--- config.mk ---
export PLATFORM = sky130hd
export DESIGN_NAME = flash_range_erase_planner
export DESIGN_NICKNAME = d
export VERILOG_FILES = /design/src/hw/rtl/flre_pkg.sv /design/src/hw/rtl/flash_range_erase_planner.sv /design/src/hw/rtl/flre_ctrl.sv /design/src/hw/rtl/flre_datapath.sv
export SDC_FILE = /design/constraint.sdc
export NUM_CORES = 1
export LEC_CHECK = 0
export BUFFER_PORTS_ARGS = -buffer_cell sky130_fd_sc_hd__buf_2
export CAP_MARGIN = 30
export CORE_MARGIN = 5
export CORE_UTILIZATION = 45
export CTS_BUF_LIST = sky130_fd_sc_hd__clkbuf_4 sky130_fd_sc_hd__clkbuf_8
export DETAILED_ROUTE_END_ITERATION = 10
export PLACE_DENSITY_LB_ADDON = 0.2
export SLEW_MARGIN = 30
export SYNTH_ARGS = -nofsm -noshare
export SYNTH_HDL_FRONTEND = slang
export SYNTH_SLANG_ARGS = --single-unit
--- constraint.sdc ---
create_clock -name clk -period 8.8 [get_ports clk]
set_clock_uncertainty 0.1 [all_clocks]
set_input_delay 0.44 -clock clk [delete_from_list [all_inputs] [get_ports clk]]
set_output_delay 0.44 -clock clk [all_outputs]
set_load 0.005 [all_outputs]
--- src/hw/rtl/flre_pkg.sv ---
// ----------------------------------------------------------------------------
// flre_pkg
// Shared types and constants of the flash range erase planner.
// ----------------------------------------------------------------------------
package flre_pkg;

  localparam int SECTOR_COUNT = 512;
  localparam int SECTOR_BYTES = 4096;

  localparam int SEC_IN_W   = 9;
  localparam int SEC_W      = 10;
  localparam int LIMIT_W    = 13;
  localparam int OPCODE_W   = 8;
  localparam int ADDR_W     = 24;
  localparam int SEC_SHIFT  = $clog2(SECTOR_BYTES);

  localparam logic [LIMIT_W-1:0] SECTOR_LIMIT = LIMIT_W'(SECTOR_COUNT);

  localparam logic [OPCODE_W-1:0] OP_NONE      = 8'h00;
  localparam logic [OPCODE_W-1:0] OP_ERASE_64K = 8'hD8;
  localparam logic [OPCODE_W-1:0] OP_ERASE_32K = 8'h52;
  localparam logic [OPCODE_W-1:0] OP_ERASE_4K  = 8'h20;

  localparam logic [SEC_W-1:0] SECTORS_64K = 10'd16;
  localparam logic [SEC_W-1:0] SECTORS_32K = 10'd8;
  localparam logic [SEC_W-1:0] SECTORS_4K  = 10'd1;

  typedef enum logic {
    ST_IDLE,
    ST_RUN
  } state_t;

  typedef struct packed {
    logic load;
    logic issue;
  } ctl_cmd_t;

  typedef struct packed {
    logic out_free;
    logic cmd_last;
  } dp_status_t;

endpackage

--- src/hw/rtl/flash_range_erase_planner.sv ---
// ----------------------------------------------------------------------------
// flash_range_erase_planner
// Splits a sector range into 64 KB, 32 KB and 4 KB erase commands.
// ----------------------------------------------------------------------------
//  channel   direction  handshake            payload
//  request   in         in_valid/in_ready    first_sector, last_sector
//  command   out        out_valid/out_ready  erase_opcode, byte_address,
//                                            range_error, last
//
//  A request word is taken only in idle; a request giving N commands (up to
//  39 words) occupies the sequencer from its load until its last issue.
//  Size selection makes one command word per cycle while the output is free.
//  A held output word stalls the sequencer; the next request is taken while
//  the final word still waits. Reset (rst, synchronous) returns to idle.
// ----------------------------------------------------------------------------
module flash_range_erase_planner (
  input  logic                              clk,
  input  logic                              rst,
  input  logic                              in_valid,
  output logic                              in_ready,
  input  logic [flre_pkg::SEC_IN_W-1:0]     first_sector,
  input  logic [flre_pkg::SEC_IN_W-1:0]     last_sector,
  output logic                              out_valid,
  input  logic                              out_ready,
  output logic [flre_pkg::OPCODE_W-1:0]     erase_opcode,
  output logic [flre_pkg::ADDR_W-1:0]       byte_address,
  output logic                              range_error,
  output logic                              last
);
  import flre_pkg::*;

  ctl_cmd_t   cmd;
  dp_status_t status;

  flre_ctrl u_ctrl (
    .clk      (clk),
    .rst      (rst),
    .in_valid (in_valid),
    .in_ready (in_ready),
    .status   (status),
    .cmd      (cmd)
  );

  flre_datapath u_datapath (
    .clk          (clk),
    .rst          (rst),
    .first_sector (first_sector),
    .last_sector  (last_sector),
    .cmd          (cmd),
    .status       (status),
    .out_valid    (out_valid),
    .out_ready    (out_ready),
    .erase_opcode (erase_opcode),
    .byte_address (byte_address),
    .range_error  (range_error),
    .last         (last)
  );

endmodule

--- src/hw/rtl/flre_ctrl.sv ---
// ----------------------------------------------------------------------------
// flre_ctrl
// Request sequencer: takes one request, then issues commands until the last.
// ----------------------------------------------------------------------------
module flre_ctrl (
  input  logic                  clk,
  input  logic                  rst,
  input  logic                  in_valid,
  output logic                  in_ready,
  input  flre_pkg::dp_status_t  status,
  output flre_pkg::ctl_cmd_t    cmd
);
  import flre_pkg::*;

  state_t state;
  state_t state_next;

  always_ff @(posedge clk) begin
    if (rst) begin
      state <= ST_IDLE;
    end else begin
      state <= state_next;
    end
  end

  always_comb begin
    state_next = state;
    cmd        = '0;
    in_ready   = 1'b0;
    unique case (state)
      ST_IDLE: begin
        in_ready = !rst;
        if (in_valid && !rst) begin
          cmd.load   = 1'b1;
          state_next = ST_RUN;
        end
      end
      ST_RUN: begin
        if (status.out_free) begin
          cmd.issue = 1'b1;
          if (status.cmd_last) begin
            state_next = ST_IDLE;
          end
        end
      end
      default: state_next = ST_IDLE;
    endcase
  end

endmodule

--- src/hw/rtl/flre_datapath.sv ---
// ----------------------------------------------------------------------------
// flre_datapath
// Range registers, greedy erase size selection and the output word register.
// ----------------------------------------------------------------------------
module flre_datapath (
  input  logic                              clk,
  input  logic                              rst,
  input  logic [flre_pkg::SEC_IN_W-1:0]     first_sector,
  input  logic [flre_pkg::SEC_IN_W-1:0]     last_sector,
  input  flre_pkg::ctl_cmd_t                cmd,
  output flre_pkg::dp_status_t              status,
  output logic                              out_valid,
  input  logic                              out_ready,
  output logic [flre_pkg::OPCODE_W-1:0]     erase_opcode,
  output logic [flre_pkg::ADDR_W-1:0]       byte_address,
  output logic                              range_error,
  output logic                              last
);
  import flre_pkg::*;

  logic [SEC_W-1:0]    cur;
  logic [SEC_W-1:0]    rem;
  logic                err_flag;

  logic [SEC_IN_W-1:0] lo;
  logic [SEC_IN_W-1:0] hi;
  logic [SEC_W-1:0]    count;
  logic                in_err;
  logic [SEC_W-1:0]    step;
  logic [OPCODE_W-1:0] sel_op;
  logic [SEC_W-1:0]    rem_next;

  always_comb begin
    in_err = (LIMIT_W'(first_sector) >= SECTOR_LIMIT) ||
             (LIMIT_W'(last_sector) >= SECTOR_LIMIT);
    if (first_sector > last_sector) begin
      lo = last_sector;
      hi = first_sector;
    end else begin
      lo = first_sector;
      hi = last_sector;
    end
    count = SEC_W'(hi) - SEC_W'(lo) + SECTORS_4K;
  end

  always_comb begin
    priority if (rem >= SECTORS_64K) begin
      step   = SECTORS_64K;
      sel_op = OP_ERASE_64K;
    end else if (rem >= SECTORS_32K) begin
      step   = SECTORS_32K;
      sel_op = OP_ERASE_32K;
    end else begin
      step   = SECTORS_4K;
      sel_op = OP_ERASE_4K;
    end
    rem_next = rem - step;
  end

  assign status.out_free = !out_valid || out_ready;
  assign status.cmd_last = err_flag || (rem_next == '0);

  always_ff @(posedge clk) begin
    if (rst) begin
      out_valid <= 1'b0;
      cur       <= '0;
      rem       <= '0;
      err_flag  <= 1'b0;
    end else begin
      if (cmd.issue) begin
        out_valid <= 1'b1;
      end else if (out_ready) begin
        out_valid <= 1'b0;
      end
      if (cmd.load) begin
        err_flag <= in_err;
        if (!in_err) begin
          cur <= SEC_W'(lo);
          rem <= count;
        end
      end else if (cmd.issue && !err_flag) begin
        cur <= cur + step;
        rem <= rem_next;
      end
    end
  end

  always_ff @(posedge clk) begin
    if (cmd.issue) begin
      if (err_flag) begin
        erase_opcode <= OP_NONE;
        byte_address <= '0;
        range_error  <= 1'b1;
        last         <= 1'b1;
      end else begin
        erase_opcode <= sel_op;
        byte_address <= ADDR_W'(cur) << SEC_SHIFT;
        range_error  <= 1'b0;
        last         <= (rem_next == '0);
      end
    end
  end

endmodule

# Word-level counts from Yosys, hierarchy flattened
# Index checks and enable logic that the tools add are counted.
word_totals:
  register_bits: 41
  wordCells: 44
  in_bits: 22
  out_inout_bits: 36
classes:
  n_reduce_logical: 8
  bitwise: 1
  addsub: 4
  mux: 19
  order_cmp: 3
ops:
  columns: ["op", "count"]
  rows:
  - ["2-to-1 mux 9 bit", 4]
  - ["2-to-1 mux 10 bit", 2]
  - ["adder 10 x 1 -> 10 bit (second input constant)", 1]
  - ["adder 10 x 5 -> 10 bit", 1]
  - [">= comparator 10 x 4 -> 1 bit (second input constant)", 1]
  - [">= comparator 10 x 5 -> 1 bit (second input constant)", 1]
  - ["zero test 10 bit", 1]
  - ["subtractor 10 x 5 -> 10 bit", 1]
  - ["subtractor 9 x 9 -> 10 bit", 1]
  - ["greater-than comparator 9 bit", 1]
  - ["2-to-1 mux 1 bit", 9]
  - ["2-to-1 mux 7 bit", 1]
  - ["2-to-1 mux 5 bit", 1]
  - ["2-to-1 mux 4 bit", 1]
  - ["nonzero test 2 bit", 2]
  - ["zero test 1 bit", 2]
  - ["case mux 1 bit (2 select lines)", 1]
  - ["OR reduction 2 bit", 1]
  - ["logical AND 1 bit", 1]
  - ["logical OR 1 bit", 1]
  - ["NOT 1 bit", 1]

# Depth between registers and ports, before layout
# Gate-level depths: netlist of the first run.
depth:
  ltp_word: 8
  mapped_depth: 18
  depth_no_buf: 17

# By module
# From an unflattened synthesis of the first run, not the netlist that was laid out.
unflattened:
  cells_unflattened: 324
  area_unflattened_um2: 2813.9
by_module_without_submodules:
  columns: ["module", "area_per_inst_um2", "instances", "seq_area_each_um2", "cells_per_inst"]
  rows:
  - ["flre_datapath", 2758.9, 1, 870.8, 318]
  - ["flre_ctrl", 55.1, 1, 20.0, 6]

# Worst setup path after synthesis of the first run
# OpenSTA, ideal clock, no wires.
synth_path:
  path_kind: "input port to flip-flop"
  from: "in last_sector[6] in the netlist's numbering"
  to: "reg u_datapath.rem[9]"
  setup_ns: 0.103
  t_required_ns: 8.597
  slack_ns: 5.092
  n_path_buf: 1
  arrival_ns: 3.504
  stages: 18
  path_cell_list: "inv_1 > ha_1 > a211oi_2 > nor2_1 > a2111oi_4 > a21o_1 > buf_6 > nand2_1 > o21ai_0 > ha_1 > inv_1 > fa_1 > nor2b_1 > o21ai_0 > a21oi_1 > o21ba_2 > xnor2_1 > a2111oi_2"
synth_between:
  elab_chain_len: 5
  elab_cells_between_ends: 6
  cone_classes: "add/sub: 2; order compare: 1; mux: 3"
synth_rtl:
  columns: ["item", "line_no", "text"]
  rows:
  - ["from (decl)", "flash_range_erase_planner.sv:22", "input logic [flre_pkg::SEC_IN_W-1:0] last_sector,"]
  - ["greater-than comparator 9 bit", "flre_datapath.sv:36", "if (first_sector > last_sector) begin"]
  - ["2-to-1 mux 9 bit", "flre_datapath.sv:36", null]
  - ["subtractor 9 x 9 -> 10 bit *", "flre_datapath.sv:43", "count = SEC_W'(hi) - SEC_W'(lo) + SECTORS_4K;"]
  - ["adder 10 x 1 -> 10 bit *", "flre_datapath.sv:43", null]
  - ["2-to-1 mux 10 bit *", "flre_datapath.sv:75", "if (cmd.load) begin"]
  - ["to (signal assigned)", "flre_datapath.sv:79", "rem <= count;"]
  - ["to (signal assigned)", "flre_datapath.sv:83", "rem <= rem_next;"]
  - ["to (decl)", "flre_datapath.sv:22", "logic [SEC_W-1:0] rem;"]
# Every way passes the cells marked *; elsewhere a longest branch is shown, timed or not.
# A chain may end at the register's enable or synchronous reset.

# Final worst setup path of the first run
layout_path:
  from: "in last_sector[2] in the netlist's numbering"
  to: "reg u_datapath.rem[9]"
# Same word-level chain as after synthesis.

==> results.json, run 1 <==
{
  "status": "finished, final reports clean",
  "post-cts-setup-buffers": 0,
  "finalMaxSlewViolations": 0,
  "critPathRequiredTime_ns": 8.89,
  "drv_cap": 0,
  "cp-start-kind": "input pin",
  "rr_endpoint": "u_ctrl.state$_SDFF_PP0_",
  "core-area_um2": 5886,
  "cts_root_buf": "clkbuf_8",
  "tns_ns": 0,
  "worstMarginPinSlew_ns": 0.8857,
  "ys_seq_elements": 37,
  "muxShareOfSynthArea_pct": 3.370,
  "synth_top_family_by_area": "compound AO/OA/AOI/OAI gates",
  "regToRegStartpoint": "u_datapath.rem[7]$_SDFFE_PP0P_",
  "worstSkewPairLatency_ns": 0.29,
  "avgSynthCellArea_um2": 8.974,
  "dieArea_um2": 7675,
  "synth-simple-area-share_pct": 15.70,
  "synth_compound_area_share_pct": 18.84,
  "syn2layout_area_growth_pct": 10.25,
  "vias": 2156,
  "critPathLaunch": "last_sector[2]",
  "clk_pin_slew_ns": 0.08,
  "rsz0062_at_grt": "false",
  "hold_path_depth": 3,
  "hold_viol_final": 0,
  "synth_adder_area_share_pct": 12.28,
  "gp_congestion": 0.8809,
  "path_class": "input pin to flip-flop",
  "arrival_ns": 4.03,
  "synth_ff_type": "dfxtp_1",
  "numPortBuffers": 40,
  "fin_crit_ns": 3.934,
  "fmax_mhz": 254.2,
  "nets": 386,
  "wl_per_cell_um": 13.82,
  "drt_iter0_markers": 101,
  "setup_viol": 0,
  "fin_util_pct": 50.77,
  "grt_max_degree": 28,
  "peakVddDrop_uv": 98.71,
  "vias_per_cell": 5.208,
  "rrSetupSlack_ns": 5.57,
  "yosys_warnings": 0,
  "async_flop_share_pct": 0,
  "antenna_cells": 0,
  "overflow": 0,
  "yosysUniqueCellTypes": 56,
  "routed_wl_mm": 5.723,
  "postRouteAntennaNets": 0,
  "grtUsageTotal_pct": 15.55,
  "drc": 0,
  "rr_worst_depth": 11,
  "cts_tree": "done",
  "power_density_nw_per_um2": 243.5,
  "hold_path_end": "u_datapath.cur[1]$_SDFFE_PP0P_",
  "dp_hpwl_mm": 4.505,
  "worst_setup_path_end_kind": "flip-flop",
  "first_pass_iters": 4,
  "seq_area_frac_synth_pct": 32.87,
  "synth_edf_count": 15,
  "synth_xor_area_share_pct": 6.140,
  "syn_area_um2": 2710,
  "htree_levels": 2,
  "fp.dieW_um": 87.61,
  "clkSinkCount": 37,
  "fillCellCount": 566,
  "hold_class": "input pin to flip-flop",
  "fin_crit_sh_pct": 44.71,
  "cp_max_fo": 10,
  "cts-resized-gates": 0,
  "grt_pass1_vias": 2005,
  "antenna_found_initial": 0,
  "grt_pass1_wl_mm": 9.335,
  "cts_buffers": 5,
  "total_leakage_power_uw": 0.001325,
  "die_y_um": 87.61,
  "core.rowCount": 28,
  "drive_gt1_share_pct": 17.70,
  "max-slew-margin-rel_pct": 40.59,
  "hp-start": "first_sector[1]",
  "synth_cells": 302,
  "cts_max_path_buffers": 2,
  "hold_buffers": 0,
  "start_util_pct": 46.05,
  "whs_ns": 0.3391,
  "ios": 58
}
## cells by family (layout without fill, tap and decap cells)
logic type,count (synthesis),count (layout)
compound gates,71,71
buf+inv,53,74
fa+ha+maj,26,26
mux,9,9
flops,37,37
simple gates,86,86
xor+xnor,19,19
other cells,1,17
## cell usage after synthesis (all sizes together) (4+ instances only)
master / n / area share (%)
ha: 25 / 12
o22ai: 9 / 2.1
edfxtp: 15 / 17
buf: 25 / 6.8
a21oi: 14 / 2.7
nand3: 8 / 1.5
inv: 26 / 3.6
or3: 6 / 1.4
nand2: 19 / 2.7
nor2: 30 / 4.2
nor2b: 5 / 1.2
nand2b: 4 / 0.92
a211oi: 8 / 2.6
o21ai: 15 / 2.8
dfxtp: 22 / 16
xor2: 8 / 2.6
nor3: 4 / 1.1
mux2i: 8 / 3.0
xnor2: 11 / 3.6
a221oi: 4 / 1.3
## stage by stage
stage / std cells / cell area [um2] / setup WS (ns) / power [uW]
floorplan: 318 / 2770 / 5.092 / 517.2
global placement: 406 / 2873 / 4.683 / 579.2
detailed placement: 406 / 2873 / 4.592 / 582.3
CTS: 414 / 2988 / 4.880 / 731.9
global route: 414 / 2988 / 4.552 / 797.2
finish: 414 / 2988 / 4.866 / 727.5
## placed cells by master (no fill, tap or decap), types with 4 or more instances in the layout
| cell type | count |
|---|---|
| a211oi_1 | 6 |
| a21oi_1 | 13 |
| a221oi_1 | 4 |
| buf_2 | 40 |
| clkbuf_8 | 5 |
| conb_1 | 17 |
| dfxtp_1 | 22 |
| edfxtp_1 | 15 |
| ha_1 | 25 |
| inv_1 | 25 |
| mux2i_1 | 8 |
| nand2_1 | 18 |
| nand2b_1 | 4 |
| nand3_1 | 8 |
| nor2_1 | 30 |
| nor2b_1 | 5 |
| o21ai_0 | 14 |
| o22ai_1 | 9 |
| or3_1 | 6 |
| xnor2_1 | 11 |
| xor2_1 | 8 |
## per-layer routing
layer / routed length [um] / vias up / global-route usage, %
met2: 2741 / 47 / 26.37
met3: 273 / 7 / 2.258
met5: 0 / - / 0
met1: 2637 / 982 / 20.32
li1: - / 1120 / -
met4: 71 / 0 / 5.021
## final cells by class
class	count	area (um2)	share of cell area (%)
well taps	75	93.84	3.141
multi-input cells	228	1590	53.22
clock buffers	5	68.82	2.303
clock inverters	3	46.29	1.549
repair buffers	40	200.2	6.700
flip-flops and latches	37	890.9	29.82
inverters	26	97.59	3.266
## critical path, cell delays in order
cell       delay, ns
buf_2           0.10
inv_1           0.05
ha_1            0.33
a21oi_1         0.18
o21ai_1         0.12
a2111oi_4       0.51
a21o_1          0.35
nand2_1         0.09
o21ai_0         0.16
ha_1            0.19
inv_1           0.05
fa_1            0.37
nor2b_1         0.15
o21ai_0         0.11
a21oi_1         0.21
o21ba_2         0.18
xnor2_1         0.07
a2111oi_2       0.34
## how the worst max path moves through the flow
| stage | to | cells after the start |
|---|---|---|
| 6_report | u_datapath.rem[9]$_SDFFE_PP0P_ | 18 |
| 5_1_grt | u_datapath.rem[9]$_SDFFE_PP0P_ | 18 |
| 4_1_cts | u_datapath.rem[9]$_SDFFE_PP0P_ | 18 |
| 3_5_place_dp | u_datapath.rem[9]$_SDFFE_PP0P_ | 18 |
| 3_3_place_gp | u_datapath.rem[9]$_SDFFE_PP0P_ | 18 |
| 2_1_floorplan | u_datapath.rem[9]$_SDFFE_PP0P_ | 18 |
## state kept, by name (all words and copies together) (netlist names)
| register | count |
|---|---|
| u_datapath.byte_address | 10 |
| u_datapath.cur | 10 |
| u_ctrl.state | 1 |
| u_datapath.rem | 10 |
| u_datapath.erase_opcode | 4 |
| u_datapath.out_valid | 1 |
| u_datapath.last | 1 |
## report_power, final
group	internal [uW]	switching (uW)	leakage, uW
Sequential	218	26.1	0.000326
Clock	84.8	64.5	0.0000543
Combinational	148	186	0.000944
Note: power is estimated with default switching activity, not from simulation.
==> inputs of run 2 (changes only) <==
- ABC_AREA: not set -> 1
- clock period: 8.8 -> 3.2 ns (I/O delays scaled with it)
==> run 2 against run 1 <==
  * Clock power up 120%
  * Critical path depth up 4
  * Total power rose to 3.3 times the previous value
  * Global-route usage up 0.35 points
  * Sequential power rose to 2.9 times the previous value
  * Clock-buffer cell count up 2
  * Routed wire length up 12%
  * Non-clock buffer count up 3
  * Largest cell class unchanged
  * Largest power group unchanged
==> results.json, run 2 <==
{
  "worst_setup_path_end_kind": "flip-flop",
  "grt_max_degree": 27,
  "worstPathCellList": "buf_2 > inv_1 > ha_1 > nand2_1 > nand2_1 > nand2_1 > nand2_1 > nand2_1 > nand3_2 > o21ai_4 > buf_4 > buf_4 > nand2_1 > o21ai_2 > nor2_1 > ha_1 > nand2_1 > nand2_1 > a31oi_1 > a21oi_1 > o211ai_1 > a21oi_1",
  "grtUsageTotal_pct": 15.89,
  "ys_seq_elements": 37,
  "die_y_um": 90.75,
  "peakVddDrop_uv": 362.4,
  "synth_edf_count": 15,
  "finish.instance_area_um2": 3208,
  "cp-start-kind": "input pin",
  "status": "finished, final reports clean",
  "grt_pass1_wl_mm": 10.86,
  "cts_root_buf": "clkbuf_8",
  "cts-resized-gates": 0,
  "fillCellCount": 641,
  "synth.top_cell.area_share_pct": 15.35,
  "syn2layout_area_growth_pct": 9.339,
  "fin_crit_ns": 2.829,
  "placed_cell_area_um2": 3113,
  "dp_hpwl_mm": 5.122,
  "grt_pass1_vias": 2369,
  "ios": 58,
  "power_density_nw_per_um2": 740.6,
  "syn_area_um2": 2934,
  "start_util_pct": 46.21,
  "cts_max_path_buffers": 2,
  "synthTopCellsByCount": "nand2_1, inv_1, nor2_1, ha_1, dfxtp_1",
  "cp_slowest_stage_delay_ns": 0.34,
  "hold_viol_final": 0,
  "gp_congestion": 0.8787,
  "fin_crit_sh_pct": 88.42,
  "hold_buffers": 0,
  "htree_levels": 2,
  "arrival_ns": 2.89,
  "antenna_cells": 0,
  "cp_slowest_cell": "ha_1",
  "yosysUniqueCellTypes": 45,
  "first_pass_iters": 5,
  "vias_per_cell": 4.924,
  "largestRegisters": "u_datapath.byte_address: 10 flops, u_datapath.cur: 10 flops, u_datapath.rem: 10 flops",
  "core-area_um2": 6350,
  "cts_buffers": 5,
  "routed_wl_mm": 6.413,
  "placed_cells": 493,
  "final_common_cell": "nand2_1",
  "seq_area_frac_synth_pct": 30.36,
  "drc": 0,
  "clk_pin_slew_ns": 0.07,
  "tns_ns": 0,
  "fp.dieW_um": 90.75,
  "avgSynthCellArea_um2": 7.661,
  "core.rowCount": 29,
  "finalMaxSlewViolations": 0,
  "stdcell_count": 502,
  "rsz0062_at_grt": "false",
  "antenna_found_initial": 0,
  "hold_class": "input pin to flip-flop",
  "drive_gt1_share_pct": 20.71,
  "max-slew-margin-rel_pct": 61.12,
  "overflow": 0,
  "fmax_mhz": 353.4,
  "cts_tree": "done",
  "worstMarginPinSlew_ns": 0.5825,
  "vias": 2472,
  "post-cts-setup-buffers": 0,
  "drt_iter0_markers": 119,
  "path_class": "input pin to flip-flop",
  "wl_per_cell_um": 12.77,
  "drv_cap": 0,
  "dieArea_um2": 8235,
  "rr_worst_depth": 16,
  "setup_viol": 0,
  "nets": 472,
  "clkSinkCount": 37,
  "yosys_warnings": 0,
  "critPathRequiredTime_ns": 3.26,
  "synth_most_common_cell": "nand2_1",
  "async_flop_share_pct": 0,
  "cp_max_fo": 8,
  "crit_top_cell": "nand2_1",
  "synth.area.top_cells": "edfxtp_1, dfxtp_1, ha_1",
  "worstSkewPairLatency_ns": 0.28,
  "whs_ns": 0.06385,
  "numPortBuffers": 40,
  "hold_path_depth": 4,
  "netlist.top_cell.by_area": "edfxtp_1",
  "mostFrequentLayoutCells": "nand2_1, inv_1, buf_2",
  "postRouteAntennaNets": 0,
  "total_leakage_power_uw": 0.001606,
  "synth_cells": 383,
  "synth_ff_type": "dfxtp_1"
}
run 2: cell types whose count changed after synthesis, sizes merged, moves of 5 or more:
| cell | delta |
|---|---|
| a21oi | +7 |
| nor2b | -5 |
| o21ai | +8 |
| nand3 | +14 |
| nor2 | +9 |
| mux2i | -8 |
| nand2 | +63 |
| nand4 | +5 |
| inv | +38 |
| o22ai | -9 |
| a211oi | -7 |
| or3 | -6 |
| xnor2 | -8 |
run 2: worst paths after layout:
path	from	slack (ns)	to
hold / removal	out_ready	0.06	u_datapath.out_valid$_SDFFE_PP0P_
setup reg to reg	u_datapath.rem[7]$_SDFFE_PP0P_	0.46	u_ctrl.state$_SDFF_PP0_
hold reg to reg	u_datapath.cur[6]$_SDFFE_PP0P_	0.37	u_datapath.byte_address[18]$_DFFE_PP_
setup / recovery	last_sector[2]	0.37	u_datapath.rem[8]$_SDFFE_PP0P_
run 2: metal layers:
layer | GRT usage, % | vias up | wire length (um)
li1 | - | 1303 | -
met1 | 21.14 | 1102 | 3107
met2 | 25.91 | 60 | 2894
met3 | 3.083 | 7 | 320
met4 | 4.839 | 0 | 89
met5 | 0 | - | 0
run 2: final cells by class:
| type | instances | area [um2] | area share (%) |
|---|---|---|---|
| inverters | 64 | 240.2 | 7.488 |
| flip-flops and latches | 37 | 890.9 | 27.77 |
| well taps | 77 | 96.34 | 3.003 |
| clock buffers | 7 | 83.83 | 2.613 |
| clock inverters | 1 | 3.754 | 0.1170 |
| repair buffers | 43 | 222.7 | 6.942 |
| multi-input cells | 273 | 1670 | 52.07 |
run 2: critical path, delay by kind of cell:
| kind | cells | cell delay, ns |
|---|---|---|
| AOI/OAI and AO/OA | 6 | 0.75 |
| adders and majority gates | 2 | 0.64 |
| buffers and inverters | 4 | 0.58 |
| and+or+nand+nor | 10 | 0.76 |
run 2: cell families after synthesis:
family          synth area share, %
simple gates                  23.92
compound gates                16.50
buf+inv                       14.75
other cells                  0.1278
xor+xnor                      2.985
flops                         30.36
fa+ha+maj                     11.34
run 2: per-stage QoR:
stage	worst slack (ns)	power [uW]	util, %
2_1_floorplan	0.3575	1778	-
3_3_place_gp	0.1070	2050	49.02
3_5_place_dp	0.06435	2049	49.02
4_1_cts	0.3506	2381	50.40
5_1_grt	0.04423	2600	50.52
6_report	0.3707	2376	50.52
run 2: where the power goes:
part           internal [uW]  switching [uW]  total [uW]
Combinational            522             833        1350
Sequential               620            76.3         696
Clock                    169             156         325
==> inputs of run 3 (changes only) <==
- BUFFER_PORTS_ARGS: -buffer_cell sky130_fd_sc_hd__buf_2 -> not set
- DONT_BUFFER_PORTS: not set -> 1
==> run 3 against run 2 <==
  * Global-route usage hardly changed
  * Non-clock buffer count is 39 lower
  * Register-to-register slack improved by 0.03 ns
  * Cell area down 5.8%
  * Critical endpoint is now u_datapath.rem[9]$_SDFFE_PP0P_
==> results.json, run 3 (synthesis gave the netlist of run 2 again) <==
{
  "drive_gt1_share_pct": 12.18,
  "rr_endpoint": "u_ctrl.state$_SDFF_PP0_",
  "routed_wl_mm": 6.352,
  "ios": 58,
  "hold_path_end": "u_datapath.cur[5]$_SDFFE_PP0P_",
  "grt_pass1_wl_mm": 10.87,
  "drv_cap": 0,
  "setup_viol": 0,
  "regToRegStartpoint": "u_datapath.rem[8]$_SDFFE_PP0P_",
  "postRouteAntennaNets": 0,
  "start_util_pct": 46.21,
  "vias": 2364,
  "finalMaxSlewViolations": 0,
  "first_pass_iters": 4,
  "final_common_cell": "nand2_1",
  "numPortBuffers": 0,
  "rr_worst_depth": 16,
  "core.rowCount": 29,
  "critPathRequiredTime_ns": 3.26,
  "total_leakage_power_uw": 0.001449,
  "power_density_nw_per_um2": 766.3,
  "cts_max_path_buffers": 2,
  "overflow": 0,
  "fin_crit_ns": 2.780,
  "grt_max_degree": 27,
  "hold_class": "input pin to flip-flop",
  "fp.dieW_um": 90.75,
  "fin_crit_sh_pct": 86.88,
  "path_class": "input pin to flip-flop",
  "peakVddDrop_uv": 480.6,
  "htree_levels": 2,
  "cts_buffers": 5,
  "antenna_cells": 0,
  "rsz0062_at_grt": "false",
  "dieArea_um2": 8235,
  "arrival_ns": 2.84,
  "largestRegisters": "u_datapath.byte_address: 10 flops, u_datapath.cur: 10 flops, u_datapath.rem: 10 flops",
  "rrSetupSlack_ns": 0.49,
  "die_y_um": 90.75,
  "wl_per_cell_um": 13.72,
  "clkSinkCount": 37,
  "mostFrequentLayoutCells": "nand2_1, inv_1, nor2_1",
  "fmax_mhz": 359.7,
  "worst_setup_path_end_kind": "flip-flop",
  "worstSkewPairLatency_ns": 0.28,
  "cts_tree": "done",
  "grt_pass1_vias": 2276,
  "post-cts-setup-buffers": 0,
  "hold_path_depth": 3,
  "drt_iter0_markers": 120,
  "nets": 433,
  "fin_util_pct": 47.59,
  "hold_viol_final": 0,
  "drc": 0,
  "hp-start": "rst",
  "dp_hpwl_mm": 5.051,
  "worstMarginPinSlew_ns": 0.5785,
  "clk_pin_slew_ns": 0.07,
  "grtUsageTotal_pct": 15.94,
  "cp_max_fo": 9,
  "cts_root_buf": "clkbuf_8",
  "vias_per_cell": 5.106,
  "tns_ns": 0,
  "core-area_um2": 6350,
  "gp_congestion": 0.8711,
  "antenna_found_initial": 0,
  "syn2layout_area_growth_pct": 2.985,
  "max-slew-margin-rel_pct": 61.39,
  "cp-start-kind": "input pin",
  "status": "finished, final reports clean"
}
-- run 3: per-stage QoR --
step,hold WS (ns),instances,worst slack [ns],total power (uW),instance area [um2]
after floorplan,0.2219,399,0.3575,1778,2994
after global placement,0.1269,452,0.1955,1976,2905
after detailed placement,0.1282,452,0.1509,1991,2905
after CTS,0.008505,463,0.4054,2328,3022
after global routing,0.01148,463,0.03852,2559,3022
final,0.01409,463,0.4198,2315,3022
-- run 3: where the power goes --
part	switching (uW)	internal [uW]
combinational	799	483
sequential	89.0	622
clock	164	159
total	1050	1260
-- run 3: final cells by class --
class | instances | area, um2
timing repair buffer | 4 | 37.54
clock inverter | 2 | 10.01
sequential | 37 | 890.9
fill | 650 | 3328
clock buffer | 6 | 76.32
multi-input combinational | 273 | 1670
tap | 77 | 96.34
inverter | 64 | 240.2
-- run 3: worst max-delay path, cell delays in order --
cell,delay (ns)
inv_1,0.05
ha_1,0.37
nand2_2,0.11
nor2_2,0.10
nand3_2,0.11
nand3_2,0.14
o21ai_4,0.14
nand2_1,0.11
o21ai_2,0.06
a21oi_1,0.13
ha_1,0.18
inv_1,0.05
fa_1,0.39
inv_1,0.07
nand3_1,0.06
nand2_1,0.12
nand3_1,0.08
nand3_1,0.09
inv_1,0.04
nand2_1,0.06
nand3_1,0.06
nand2_1,0.09
a21oi_2,0.04
-- run 3: worst max-delay path by stage --
stage	startpoint	to	slack, ns	cells past startpoint
6_report	last_sector[2]	u_datapath.rem[9]$_SDFFE_PP0P_	0.42	23
2_1_floorplan	last_sector[8]	u_datapath.rem[9]$_SDFFE_PP0P_	0.36	23
5_1_grt	u_datapath.rem[7]$_SDFFE_PP0P_	u_ctrl.state$_SDFF_PP0_	0.04	16
4_1_cts	last_sector[2]	u_datapath.rem[9]$_SDFFE_PP0P_	0.41	23
3_5_place_dp	last_sector[2]	u_datapath.rem[9]$_SDFFE_PP0P_	0.15	24
3_3_place_gp	last_sector[2]	u_datapath.rem[5]$_SDFFE_PP0P_	0.20	20
-- run 3: layer usage --
layer | vias to the layer above | global-route usage [%] | wire, um
li1 | 1223 | - | -
met1 | 1068 | 22.32 | 3085
met2 | 69 | 25.30 | 2789
met3 | 4 | 2.417 | 415
met4 | 0 | 4.467 | 61
met5 | - | 0 | 0
-- run 3: timing repair --
item	CTS	global route
hold buffers	3	0
hold endpoints to repair	12	0
resized for setup	0	0
setup endpoints to repair	0	0
